==> src/hw/rtl/rectilinear_grid_laplacian_core_macros.svh <==
// Assertion helpers for the RTL controller.
`ifndef RECTILINEAR_GRID_LAPLACIAN_CORE_MACROS_SVH
`define RECTILINEAR_GRID_LAPLACIAN_CORE_MACROS_SVH

// The consequent must hold in the same cycle as the antecedent.
`define RGL_CHECK(label, clk, rst, ante, cons, msg) \
  label: assert property (@(posedge clk) disable iff (rst) (ante) |-> (cons)) else $error(msg);

// The consequent must hold in the cycle after the antecedent.
`define RGL_CHECK_NEXT(label, clk, rst, ante, cons, msg) \
  label: assert property (@(posedge clk) disable iff (rst) (ante) |=> (cons)) else $error(msg);

`endif

==> src/hw/rtl/rgl_pkg.sv <==
package rgl_pkg;

  localparam int SIZE_W  = 7;
  localparam int POS_W   = 6;
  localparam int DATA_W  = 32;
  localparam int LAP_W   = 48;
  localparam int STAT_W  = 2;
  localparam int SXY_W   = 14;
  localparam int IDX_W   = 22;
  localparam int DIFF_W  = 33;
  localparam int SLOPE_W = 51;
  localparam int DIVN_W  = 68;
  localparam int DIVD_W  = 33;
  localparam int SUM_W   = 50;

  localparam logic [2:0] ACT_LOAD_X = 3'd0;
  localparam logic [2:0] ACT_LOAD_Y = 3'd1;
  localparam logic [2:0] ACT_LOAD_Z = 3'd2;
  localparam logic [2:0] ACT_LOAD_V = 3'd3;
  localparam logic [2:0] ACT_QUERY  = 3'd4;

  localparam logic [STAT_W-1:0] ST_OK        = 2'd0;
  localparam logic [STAT_W-1:0] ST_ZERO_SPAN = 2'd1;
  localparam logic [STAT_W-1:0] ST_RANGE     = 2'd2;

  localparam logic [1:0] AXIS_X = 2'd0;
  localparam logic [1:0] AXIS_Y = 2'd1;
  localparam logic [1:0] AXIS_Z = 2'd2;

  localparam logic [1:0] DSEL_S21  = 2'd0;
  localparam logic [1:0] DSEL_S32  = 2'd1;
  localparam logic [1:0] DSEL_TERM = 2'd2;

  typedef struct packed {
    logic              in_load;
    logic              chk_load;
    logic              idx_load;
    logic              grid_we;
    logic              ax_load;
    logic              rd_issue;
    logic              rd_capture;
    logic              span_load;
    logic              div_start;
    logic              div_capture;
    logic              acc;
    logic              res_load;
    logic [1:0]        axis;
    logic [1:0]        div_sel;
    logic [STAT_W-1:0] res_code;
  } rgl_cmd_t;

  typedef struct packed {
    logic is_query;
    logic is_load_v;
    logic range_ok;
    logic load_ok;
    logic axis_used;
    logic zero_span;
    logic div_busy;
    logic div_done;
    logic out_free;
  } rgl_stat_t;

endpackage

==> src/hw/rtl/rgl_controller.sv <==
`include "rectilinear_grid_laplacian_core_macros.svh"

module rgl_controller (
  input  logic               clk,
  input  logic               rst,
  input  logic               in_valid,
  output logic               in_ready,
  output rgl_pkg::rgl_cmd_t  cmd,
  input  rgl_pkg::rgl_stat_t st
);
  typedef enum logic [9:0] {
    S_IDLE  = 10'b0000000001,
    S_CHK1  = 10'b0000000010,
    S_CHK2  = 10'b0000000100,
    S_AXSEL = 10'b0000001000,
    S_READ  = 10'b0000010000,
    S_SPAN  = 10'b0000100000,
    S_DST   = 10'b0001000000,
    S_DWT   = 10'b0010000000,
    S_ACC   = 10'b0100000000,
    S_FIN   = 10'b1000000000
  } state_t;

  state_t                      state, state_next;
  logic [1:0]                  axis, axis_next;
  logic [1:0]                  rcnt, rcnt_next;
  logic [1:0]                  dsel, dsel_next;
  logic [rgl_pkg::STAT_W-1:0]  code, code_next;

  assign in_ready = (state == S_IDLE);

  always_comb begin
    state_next = state;
    axis_next  = axis;
    rcnt_next  = rcnt;
    dsel_next  = dsel;
    code_next  = code;
    cmd          = '0;
    cmd.axis     = axis;
    cmd.div_sel  = dsel;
    cmd.res_code = code;
    unique case (state)
      S_IDLE: begin
        if (in_valid) begin
          cmd.in_load = 1'b1;
          state_next  = S_CHK1;
        end
      end
      S_CHK1: begin
        cmd.chk_load = 1'b1;
        state_next   = (st.is_query || st.is_load_v) ? S_CHK2 : S_IDLE;
      end
      S_CHK2: begin
        if (st.is_load_v) begin
          cmd.grid_we = st.load_ok;
          state_next  = S_IDLE;
        end else if (st.range_ok) begin
          cmd.idx_load = 1'b1;
          axis_next    = rgl_pkg::AXIS_X;
          state_next   = S_AXSEL;
        end else begin
          code_next  = rgl_pkg::ST_RANGE;
          state_next = S_FIN;
        end
      end
      S_AXSEL: begin
        if (st.axis_used) begin
          cmd.ax_load = 1'b1;
          rcnt_next   = '0;
          state_next  = S_READ;
        end else if (axis == rgl_pkg::AXIS_Z) begin
          code_next  = rgl_pkg::ST_OK;
          state_next = S_FIN;
        end else begin
          axis_next = axis + 2'd1;
        end
      end
      S_READ: begin
        // Issue three reads and capture each one in the cycle after it is issued.
        cmd.rd_issue   = (rcnt != 2'd3);
        cmd.rd_capture = (rcnt != 2'd0);
        rcnt_next      = rcnt + 2'd1;
        if (rcnt == 2'd3) begin
          state_next = S_SPAN;
        end
      end
      S_SPAN: begin
        cmd.span_load = 1'b1;
        dsel_next     = rgl_pkg::DSEL_S21;
        state_next    = S_DST;
      end
      S_DST: begin
        if (st.zero_span) begin
          code_next  = rgl_pkg::ST_ZERO_SPAN;
          state_next = S_FIN;
        end else begin
          cmd.div_start = 1'b1;
          state_next    = S_DWT;
        end
      end
      S_DWT: begin
        if (st.div_done) begin
          cmd.div_capture = 1'b1;
          if (dsel == rgl_pkg::DSEL_TERM) begin
            state_next = S_ACC;
          end else begin
            dsel_next  = dsel + 2'd1;
            state_next = S_DST;
          end
        end
      end
      S_ACC: begin
        cmd.acc = 1'b1;
        if (axis == rgl_pkg::AXIS_Z) begin
          code_next  = rgl_pkg::ST_OK;
          state_next = S_FIN;
        end else begin
          axis_next  = axis + 2'd1;
          state_next = S_AXSEL;
        end
      end
      S_FIN: begin
        if (st.out_free) begin
          cmd.res_load = 1'b1;
          state_next   = S_IDLE;
        end
      end
      default: state_next = S_IDLE;
    endcase
  end

  always_ff @(posedge clk) begin
    if (rst) begin
      state <= S_IDLE;
      axis  <= '0;
      rcnt  <= '0;
      dsel  <= '0;
      code  <= rgl_pkg::ST_OK;
    end else begin
      state <= state_next;
      axis  <= axis_next;
      rcnt  <= rcnt_next;
      dsel  <= dsel_next;
      code  <= code_next;
    end
  end

  `RGL_CHECK(a_idle_div_quiet, clk, rst, state == S_IDLE, !st.div_busy, "divider busy while idle")
  `RGL_CHECK(a_result_slot_free, clk, rst, cmd.res_load, st.out_free, "result overwritten")
  `RGL_CHECK_NEXT(a_div_runs, clk, rst, cmd.div_start, st.div_busy, "divider did not start")
endmodule

==> config.mk <==
export PLATFORM = sky130hd
export DESIGN_NAME = rgl_controller
export DESIGN_NICKNAME = d
export VERILOG_FILES = /design/src/hw/rtl/rgl_pkg.sv /design/src/hw/rtl/rgl_controller.sv
export VERILOG_INCLUDE_DIRS = /design/src /design/src/hw/rtl
export SDC_FILE = /design/constraint.sdc
export NUM_CORES = 1
export LEC_CHECK = 0
export BUFFER_PORTS_ARGS = -buffer_cell sky130_fd_sc_hd__buf_2
export CAP_MARGIN = 25
export CORE_ASPECT_RATIO = 1.25
export CORE_MARGIN = 2
export CORE_UTILIZATION = 30
export DETAILED_ROUTE_END_ITERATION = 12
export GPL_ROUTABILITY_DRIVEN = 1
export HOLD_SLACK_MARGIN = 0.12
export PLACE_DENSITY = 0.49
export SYNTH_ARGS = -nofsm -noshare
export SYNTH_HDL_FRONTEND = slang
export SYNTH_SLANG_ARGS = --single-unit
==> constraint.sdc <==
create_clock -name clk -period 2 [get_ports clk]
set_input_delay 0 -clock clk [delete_from_list [all_inputs] [get_ports clk]]
set_output_delay 0 -clock clk [all_outputs]
set_load 0.02 [all_outputs]
Word level (Yosys, flattened, before mapping)
Index checks and enable logic that the tools add are counted.
{"block": "word_totals", "regBits": 18, "latch_bits": 0, "ramBits": 0, "romBits": 0, "out_inout_bits": 19, "word_cells": 92, "memories": 0}
{"block": "op_classes", "addsub": 3, "mul": 0, "div": 0, "n_lt_le_gt_ge": 0, "eq_ne": 26, "shifts": 0, "muxes": 47, "n_bitwise": 0, "reduce_logical": 11}
{"operator": "2-to-1 mux 10 bit", "count": 10}
{"operator": "one-hot mux 10 bit (10 select lines)", "count": 1}
{"operator": "2-to-1 mux 2 bit", "count": 14}
{"operator": "inequality test 2 bit (second input constant)", "count": 12}
{"operator": "2-to-1 mux 1 bit", "count": 16}
{"operator": "equality test 10 x 1 -> 1 bit (second input constant)", "count": 1}
{"operator": "equality test 10 bit (second input constant)", "count": 1}
{"operator": "equality test 10 x 2 -> 1 bit (second input constant)", "count": 1}
{"operator": "equality test 10 x 3 -> 1 bit (second input constant)", "count": 1}
{"operator": "equality test 10 x 4 -> 1 bit (second input constant)", "count": 1}
{"operator": "equality test 10 x 5 -> 1 bit (second input constant)", "count": 1}
{"operator": "equality test 10 x 6 -> 1 bit (second input constant)", "count": 1}
{"operator": "equality test 10 x 7 -> 1 bit (second input constant)", "count": 1}
{"operator": "equality test 10 x 8 -> 1 bit (second input constant)", "count": 1}
{"operator": "equality test 10 x 9 -> 1 bit (second input constant)", "count": 1}
{"operator": "AND reduction 5 bit", "count": 2}
{"operator": "2-to-1 mux 9 bit", "count": 1}
{"operator": "one-hot mux 2 bit (2 select lines)", "count": 2}
{"operator": "one-hot mux 2 bit (4 select lines)", "count": 1}
{"operator": "adder 2 x 1 -> 2 bit (second input constant)", "count": 3}
{"operator": "equality test 2 bit (second input constant)", "count": 3}
{"operator": "one-hot mux 2 bit (3 select lines)", "count": 1}
{"operator": "nonzero test 2 bit", "count": 3}
{"operator": "AND reduction 4 bit", "count": 1}
{"operator": "7 further kinds", "count": 7}

Depth between registers and ports, before layout
Gate-level depths: netlist of run 1.
{"block": "logic_depth", "ltp_word": 4, "depth_mapped": 7, "mapped_depth_nobuf": 7}

Worst setup path after synthesis of run 1
Ideal clock, no wire load.
{"block": "synth_timing", "path_type": "register to output", "start": "reg state[3]", "end": "out cmd[17] in the netlist's numbering", "t_arrival_ns": 2.251, "required_ns": 2.000, "setup_slack_ns": -0.251, "stages_incl_launch_ff": 5, "path_buffers": 1, "path_cell_list": "dfxtp_1 -> clkbuf_1 -> or4b_2 -> nor4_1 -> and2_1"}
{"element": "start, declared", "line_no": "rgl_controller.sv:24", "rtl": "state_t state, state_next;"}
{"element": "start signal, assigned", "line_no": "rgl_controller.sv:140", "rtl": "state <= state_next;"}
{"element": "end, declared", "line_no": "rgl_controller.sv:8", "rtl": "output rgl_pkg::rgl_cmd_t cmd,"}

==> impl_metrics.tcl, run 1 <==
set metrics [dict create \
    avgSynthCellArea_um2 8.00 \
    hold_class "input pin to flip-flop" \
    grt_pass1_wl_um 5450 \
    grt_max_degree 17 \
    finalHoldWorstSlack_ns 0.142 \
    status "finished, final reports clean" \
    rsz0062_at_grt "true" \
    dp_slack_ns 0.0900 \
    grt_use_total_pct 16.0 \
    fin_area_um2 1650 \
    drc_errors 0 \
    synth-edff-count 0 \
    layout_setup_ws_ns 0.0557 \
    synthArstFlopShare_pct 0 \
    syn_area_um2 1210 \
    firstDrtPassIters 4 \
    worstPathArrival_ns 1.94 \
    synth_top_flop_cell "dfxtp_1" \
    slowest_delay_ns 0.57 \
    layout_commonest_cell "buf_2" \
    place.gp.congestion 0.795 \
    maxCapViolCount 0 \
    die_h_um 75.0 \
    syn_inst 151 \
    initial_core_util_pct 31.7 \
    overflow 0 \
    synth_seq_area_share_pct 29.8 \
    ant_nets 0 \
    critical_path_peak_fanout 8 \
    layout-drive-gt1-share_pct 35.5 \
    port_buffers 29 \
    die_w_um 60.8 \
    r2r_cells 5 \
    timing.critical_path.buf_inv 2 \
    path_cells "or4_1 -> or3_1 -> inv_1 -> buf_2" \
    timing.rr.end "state[0]" \
    cts_sinks 18 \
    slowest_stage "or4_1" \
    synth_warnings 0 \
    worstHoldStart "st[1]" \
    htreeDepth 1 \
    critPathLaunch "state[8]" \
    vias 1264 \
    crit_type "flip-flop to output pin" \
    cts_made_buffers 3 \
    r2r-start "state[4]" \
    required_ns 2.00 \
    post_drt_wl_per_cell_um 13.6 \
    slew_headroom_pct 57.8 \
    num_antenna_cells 0 \
    vias_per_cell 5.04 \
    max_freq_mhz 514 \
    fin_nets 214 \
    endpoint "cmd[13]" \
    dieArea_um2 4560 \
    skew_ns 0.00167 \
    post-dp-hpwl_um 2560 \
    power_density_nw_per_um2 674 \
    rrSetupSlack_ns 0.06 \
    num_io_pins 31 \
    clkLatencyLatePin_ns 0.25 \
    cts_tree "built" \
    vdd_drop_max_mv 0.244 \
    end_kind "output pin" \
    finish.utilization_pct 43.3 \
    maxSlewViolCount 0 \
    finalCritPeriodShare_pct 97.2 \
    setup_viol 0 \
    root_buffer "clkbuf_8" \
    ys_top_cells_by_area "dfxtp_1, nor2_1, ha_1" \
    path_clk_slew_ns 0.07 \
    drtIter0Drc 36 \
    row_count 25 \
    clockBufferDepth 2 \
    antenna_found_initial 0 \
    final_cell_mix "buf_2, nor2_1, buf_4, dfxtp_1, nand2_1" \
    critical_path.top_delay_family "simple AND/OR/NAND/NOR gates" \
    total_power_mw 1.11 \
    syn_to_final_growth_pct 36.7 \
    post-synth-top-area-fraction_pct 29.8 \
    synth-seq-cells 18 \
    synth.distinct_cells 48 \
    min_period_ns 1.94 \
    wl_um 3410 \
    cp.depth 4 \
    worst_slew_pin_slew_ns 0.627 \
    worstSetupStartpointType "flip-flop" \
    timing.final.hold_violations 0 \
    coreArea_um2 3820 \
    syn-num-nets 167 \
    synth_largest_area_cell "dfxtp_1" \
    power.static_leakage_nw 0.726 \
    place_area_um2 1490 \
    grt_pass1_vias 1167 \
]
==> sequential cells by signal, indices dropped and copies added, names as in the netlist <==
name   count
axis       2
code       2
dsel       2
rcnt       2
state     10
==> tightest hold or removal path: cells and delay by family <==
family / cells / cell delay, ns
buffers and inverters: 1 / 0.12
and+or+nand+nor: 1 / 0.06
AOI/OAI and AO/OA: 1 / 0.18
==> cells in the mapped netlist (2+ instances only) <==
library cell / n
inv_1: 8
clkbuf_1: 6
nand3b_1: 2
nor4_1: 4
nand2_1: 11
a211o_1: 2
mux2i_1: 2
nor3_1: 8
nand4_1: 2
a31oi_1: 2
nor4b_1: 3
and3_1: 3
nand3_1: 4
nand2b_1: 2
buf_6: 2
or3_1: 5
o21ai_0: 2
o21ba_2: 2
nor2_1: 22
dfxtp_1: 18
ha_1: 4
xnor2_1: 2
nand4b_1: 2
a21oi_1: 8
or4_4: 2
==> how the worst min path moves through the flow <==
stage               endpoint  cells after the start
floorplan             cmd[9]                      1
global placement    state[2]                      3
detailed placement  state[2]                      3
CTS                 state[7]                      3
global route        state[7]                      3
finish              state[7]                      3
==> power by group <==
group,total (mW),internal [mW],switching (mW)
logic,0.399,0.192,0.207
registers,0.412,0.377,0.0347
clock network,0.303,0.175,0.128
==> through the flow <==
stage | instances | TNS [ns]
2_1_floorplan | 151 | 0
3_3_place_gp | 239 | 0
3_5_place_dp | 239 | 0
4_1_cts | 248 | 0
5_1_grt | 251 | -0.0558
6_report | 251 | 0
==> what timing repair did <==
item,CTS,global route
gates cloned,0,0
endpoints found under the hold margin,6,0
gates resized for setup,1,6
hold buffers,5,0
setup buffers,0,3
pin swaps,0,2
setup endpoints to repair,1,11
==> per-layer routing <==
layer / global-route usage (%) / up-vias / share of wire (%)
met5: 0 / - / 0
met4: 6.04 / 0 / 1.2
met3: 2.06 / 4 / 3.7
met2: 27.1 / 25 / 51
met1: 20.5 / 598 / 44
li1: - / 637 / -
==> cell type report <==
| cell class | instances | area [um2] |
|---|---|---|
| Sequential cell | 18 | 363 |
| Multi-Input combinational cell | 116 | 815 |
| Inverter | 8 | 30.0 |
| Timing Repair Buffer | 51 | 323 |
| Fill cell | 414 | 2160 |
| Tap cell | 54 | 67.6 |
| Clock buffer | 4 | 55.1 |
==> kinds of logic after synthesis <==
| logic type | synth area share [%] |
|---|---|
| muxes | 1.66 |
| and+or+nand+nor | 40.0 |
| buffers and inverters | 6.62 |
| adders and majority gates | 4.14 |
| xor gates and xnor gates | 2.17 |
| AOI/OAI and AO/OA | 15.6 |
| DFF | 29.8 |
Note: power is estimated with default switching activity, not from simulation.
==> run 2, diff against run 1 <==
Settings changed: CORE_MARGIN 2 to 4.
==> run 2 against run 1 <==
Against the previous run: total power about the same; maximum frequency increased by 0.67%; setup slack improved by 0.013 ns; critical path depth unchanged; final area decreased by 2.0%; critical endpoint is now cmd[17].
==> impl_metrics.tcl, run 2 (synthesis gave the netlist of run 1 again) <==
set metrics [dict create \
    status "finished, final reports clean" \
    setup_viol 0 \
    ant_nets 0 \
    htreeDepth 1 \
    worstSetupStartpointType "flip-flop" \
    vias_per_cell 5.00 \
    row_count 25 \
    required_ns 2.00 \
    port_buffers 29 \
    layout_commonest_cell "buf_2" \
    cts_tree "built" \
    die_w_um 64.8 \
    worst_slew_pin_slew_ns 0.562 \
    post-dp-hpwl_um 2650 \
    die_h_um 79.0 \
    place.gp.congestion 0.773 \
    wl_um 3460 \
    grt_max_degree 17 \
    maxSlewViolCount 0 \
    power.static_leakage_nw 0.715 \
    grt_pass1_vias 1225 \
    maxCapViolCount 0 \
    crit_type "flip-flop to output pin" \
    num_antenna_cells 0 \
    finalHoldWorstSlack_ns 0.133 \
    skew_ns 0.0103 \
    power_density_nw_per_um2 687 \
    layout-drive-gt1-share_pct 34.9 \
    grt_use_total_pct 14.1 \
    cts_sinks 18 \
    end_kind "output pin" \
    grt_pass1_wl_um 5750 \
    clockBufferDepth 2 \
    total_power_mw 1.11 \
    largest_register_ffs 10 \
    fin_nets 212 \
    registers.top_by_ff_count "state" \
    fill_cells 409 \
    worstPathArrival_ns 1.93 \
    vdd_drop_max_mv 0.312 \
    coreArea_um2 3850 \
    timing.final.hold_violations 0 \
    antenna_found_initial 0 \
    drtIter0Drc 39 \
    syn_to_final_growth_pct 34.1 \
    critical_path_peak_fanout 10 \
    drc_errors 0 \
    num_io_pins 31 \
    dieArea_um2 5110 \
    post_drt_wl_per_cell_um 13.9 \
    cts_made_buffers 3 \
    slew_headroom_pct 62.5 \
    finalCritPeriodShare_pct 96.6 \
    clkLatencyLatePin_ns 0.27 \
    firstDrtPassIters 4 \
    root_buffer "clkbuf_8" \
    initial_core_util_pct 31.4 \
    vias 1244 \
    min_period_ns 1.93 \
    r2r_cells 5 \
    hold_class "input pin to flip-flop" \
    overflow 0 \
    max_freq_mhz 518 \
    path_clk_slew_ns 0.08 \
    final_cell_mix "buf_2, nor2_1, dfxtp_1, buf_4, nand2_1" \
    hold_depth 3 \
]
[run 2: path summary, 6_finish.rpt]
check / start / slack, ns / to
max reg2reg: state[6] / 0.09 / state[0]
min: st[1] / 0.13 / state[7]
max: state[3] / 0.07 / cmd[17]
min reg2reg: dsel[0] / 0.49 / dsel[0]
[run 2: layout make-up]
type                       count  area, um2  share of cell area (%)
multi-input combinational    116        797                    49.2
clock buffer                   4       55.1                    3.40
inverter                       8       30.0                    1.85
timing repair buffer          49        308                    19.0
sequential                    18        363                    22.4
tap                           54       67.6                    4.17
[run 2: worst max-delay path: stages (launching register included)]
cell,delay (ns)
dfxtp_2,0.40
or4b_2,0.72
nor4_2,0.22
and2_1,0.17
buf_2,0.15
[run 2: per-stage QoR]
stage	TNS, ns	area (um2)	setup WS [ns]	util, %	cells
finish	0	1620	0.0687	42.1	249
global route	-0.00284	1620	-0.00284	42.1	249
CTS	0	1610	0.0495	41.7	249
detailed placement	0	1500	0.0893	39.0	240
global placement	0	1500	0.112	39.0	240
floorplan	0	1220	0.0323	-	151
[run 2: per-layer routing]
layer / vias to the layer above / global-route usage (%) / wire (um)
met2: 21 / 25.3 / 1760
met1: 585 / 16.9 / 1540
met4: 0 / 4.44 / 49
met5: - / 0 / 0
met3: 5 / 2.26 / 103
li1: 633 / - / -
[run 2: report_power, final]
| group | internal, mW | switching [mW] | total [mW] |
|---|---|---|---|
| Combinational | 0.183 | 0.202 | 0.385 |
| Clock | 0.176 | 0.144 | 0.319 |
| Sequential | 0.377 | 0.0322 | 0.409 |
[run 2: timing repair]
item | 4_1_cts | 5_1_grt
hold buffers | 5 | 0
endpoints found under the hold margin | 6 | 0
buffers inserted | 0 | 0
gates resized for setup | 1 | 4
pin swaps | 0 | 2
cloned | 0 | 0
endpoints found under the setup margin | 1 | 4
==> run 3, diff against run 2 <==
==> constraint.sdc (replaced) <==
create_clock -name clk -period 2 [get_ports clk]
set_input_delay 0.3 -clock clk [delete_from_list [all_inputs] [get_ports clk]]
set_output_delay 0.3 -clock clk [all_outputs]
set_load 0.02 [all_outputs]
==> run 3 against run 2 <==
Against the previous run: the flow now finishes with violations (setup timing); clock-buffer cell count fell by 1; total power increased by 10%; final cell count grew 6.4%; critical path type unchanged; largest power group is now combinational logic.
==> impl_metrics.tcl, run 3 (synthesis gave the netlist of run 1 again) <==
set metrics [dict create \
    status "finished, violations left" \
    failed_checks "setup timing" \
    finalHoldWorstSlack_ns 0.322 \
    switching_share_pct 33.8 \
    rsz0062_at_grt "true" \
    power_frac_comb_pct 44.7 \
    hold_class "input pin to flip-flop" \
    total_power_mw 1.23 \
    r2r-start "state[5]" \
    fin_nets 229 \
    grt_pass1_wl_um 6160 \
    worst_slew_pin_slew_ns 0.463 \
    grt_pass1_vias 1368 \
    timing.final.hold_violations 0 \
    root_buffer "clkbuf_8" \
    die_h_um 79.0 \
    firstDrtPassIters 4 \
    final_cell_mix "buf_4, nor2_1, buf_2, buf_6, dfxtp_1" \
    cts_hold_buf 0 \
    htreeDepth 1 \
    num_io_pins 31 \
    end_kind "output pin" \
    layout_commonest_cell "buf_4" \
    dieArea_um2 5110 \
    registers.top_by_ff_count "state" \
    p_switching_mw 0.415 \
    required_ns 1.70 \
    clkPwrFrac_pct 21.3 \
    worstPathArrival_ns 1.76 \
    die_w_um 64.8 \
    seqPwrFrac_pct 34.0 \
    cts_made_buffers 3 \
    vias_per_cell 5.09 \
    place.gp.congestion 0.812 \
    drc_errors 0 \
    clockBufferDepth 2 \
    worstSetupStartpointType "flip-flop" \
    slew_headroom_pct 68.8 \
    syn_to_final_growth_pct 59.0 \
    p_int_mw 0.812 \
    layout-drive-gt1-share_pct 52.6 \
    antenna_found_initial 0 \
    num_antenna_cells 0 \
    maxSlewViolCount 0 \
    timing.rr.end "state[0]" \
    drtIter0Drc 38 \
    critPathLaunch "state[9]" \
    min_period_ns 2.06 \
    grt_max_degree 17 \
    path_clk_slew_ns 0.07 \
    wl_um 3870 \
    clkLatencyLatePin_ns 0.26 \
    ant_nets 0 \
    skew_ns 0.00553 \
    vias 1350 \
    finalCritPeriodShare_pct 103 \
    setup_viol 3 \
    cts_tree "built" \
    layout_setup_ws_ns -0.0595 \
    post_drt_wl_per_cell_um 14.6 \
    maxCapViolCount 0 \
    power.static_leakage_nw 0.826 \
    largest_register_ffs 10 \
    tns_ns -0.109 \
    r2r_cells 6 \
    endpoint "cmd[13]" \
    critical_path_peak_fanout 3 \
    max_freq_mhz 486 \
    grt_use_total_pct 15.2 \
    overflow 0 \
    crit_type "flip-flop to output pin" \
    cts_sinks 18 \
    post-dp-hpwl_um 2730 \
    power_density_nw_per_um2 639 \
    port_buffers 29 \
    coreArea_um2 3850 \
    rrSetupSlack_ns 0.02 \
    vdd_drop_max_mv 0.240 \
    row_count 25 \
    initial_core_util_pct 31.4 \
]
==> run 3: cell count changes in the layout (fill, tap and decap cells not counted), moves of 3 or more <==
| cell | change |
|---|---|
| buf_6 | +12 |
| buf_2 | -10 |
| dfxtp_4 | +3 |
| dfxtp_1 | -6 |
| dfxtp_2 | +3 |
| nand2_1 | -3 |
| buf_4 | +20 |
| dlygate4sd3_1 | -5 |
==> run 3: critical path, stage by stage (launching register included) <==
cell and delay [ns]:
dfxtp_4 0.36, or4_4 0.53, or3_4 0.42, inv_2 0.07, buf_6 0.11
==> run 3: worst min path at each step <==
stage	start	slack (ns)	cells after the start	endpoint
2_1_floorplan	rst	0.38	1	state[2]
3_3_place_gp	dsel[1]	0.46	2	dsel[1]
3_5_place_dp	dsel[0]	0.48	2	dsel[0]
4_1_cts	st[8]	0.33	3	state[2]
5_1_grt	st[8]	0.33	3	state[2]
6_report	st[8]	0.32	3	state[2]
==> run 3: layout make-up <==
class,instances,area (um2)
well taps,54,67.6
inverters,8,30.0
repair buffers,66,493
flip-flops and latches,18,378
fillers,383,1930
multi-input cells,116,912
clock buffers,3,41.3
==> run 3: per-layer routing <==
metal | up-vias | GRT usage [%] | share of wire, %
met5 | - | 0 | 0
met4 | 0 | 7.19 | 3.1
met3 | 11 | 2.55 | 3.6
met2 | 27 | 27.8 | 52
met1 | 645 | 16.8 | 41
li1 | 667 | - | -
==> run 3: power groups by stage <==
stage	clock, mW	sequential [mW]	combinational (mW)
2_1_floorplan	0	0.408	0.259
3_3_place_gp	0	0.416	0.378
3_5_place_dp	0	0.417	0.380
4_1_cts	0.264	0.416	0.450
5_1_grt	0.284	0.421	0.591
6_report	0.261	0.418	0.548
==> run 3: what timing repair did <==
action | 4_1_cts | 5_1_grt
gates resized for setup | 25 | 32
pin swaps | 11 | 15
setup buffers | 10 | 11
setup endpoints to repair | 14 | 18
==> run 3: through the flow <==
stage               utilization, %  std cells  setup WS [ns]  instance area, um2
floorplan                        -        151       -0.00721                1240
global placement              39.5        241        -0.0556                1520
global route                  50.0        265         -0.161                1920
finish                        50.0        265        -0.0595                1920
detailed placement            39.5        241        0.00592                1520
CTS                           44.8        254        -0.0426                1730
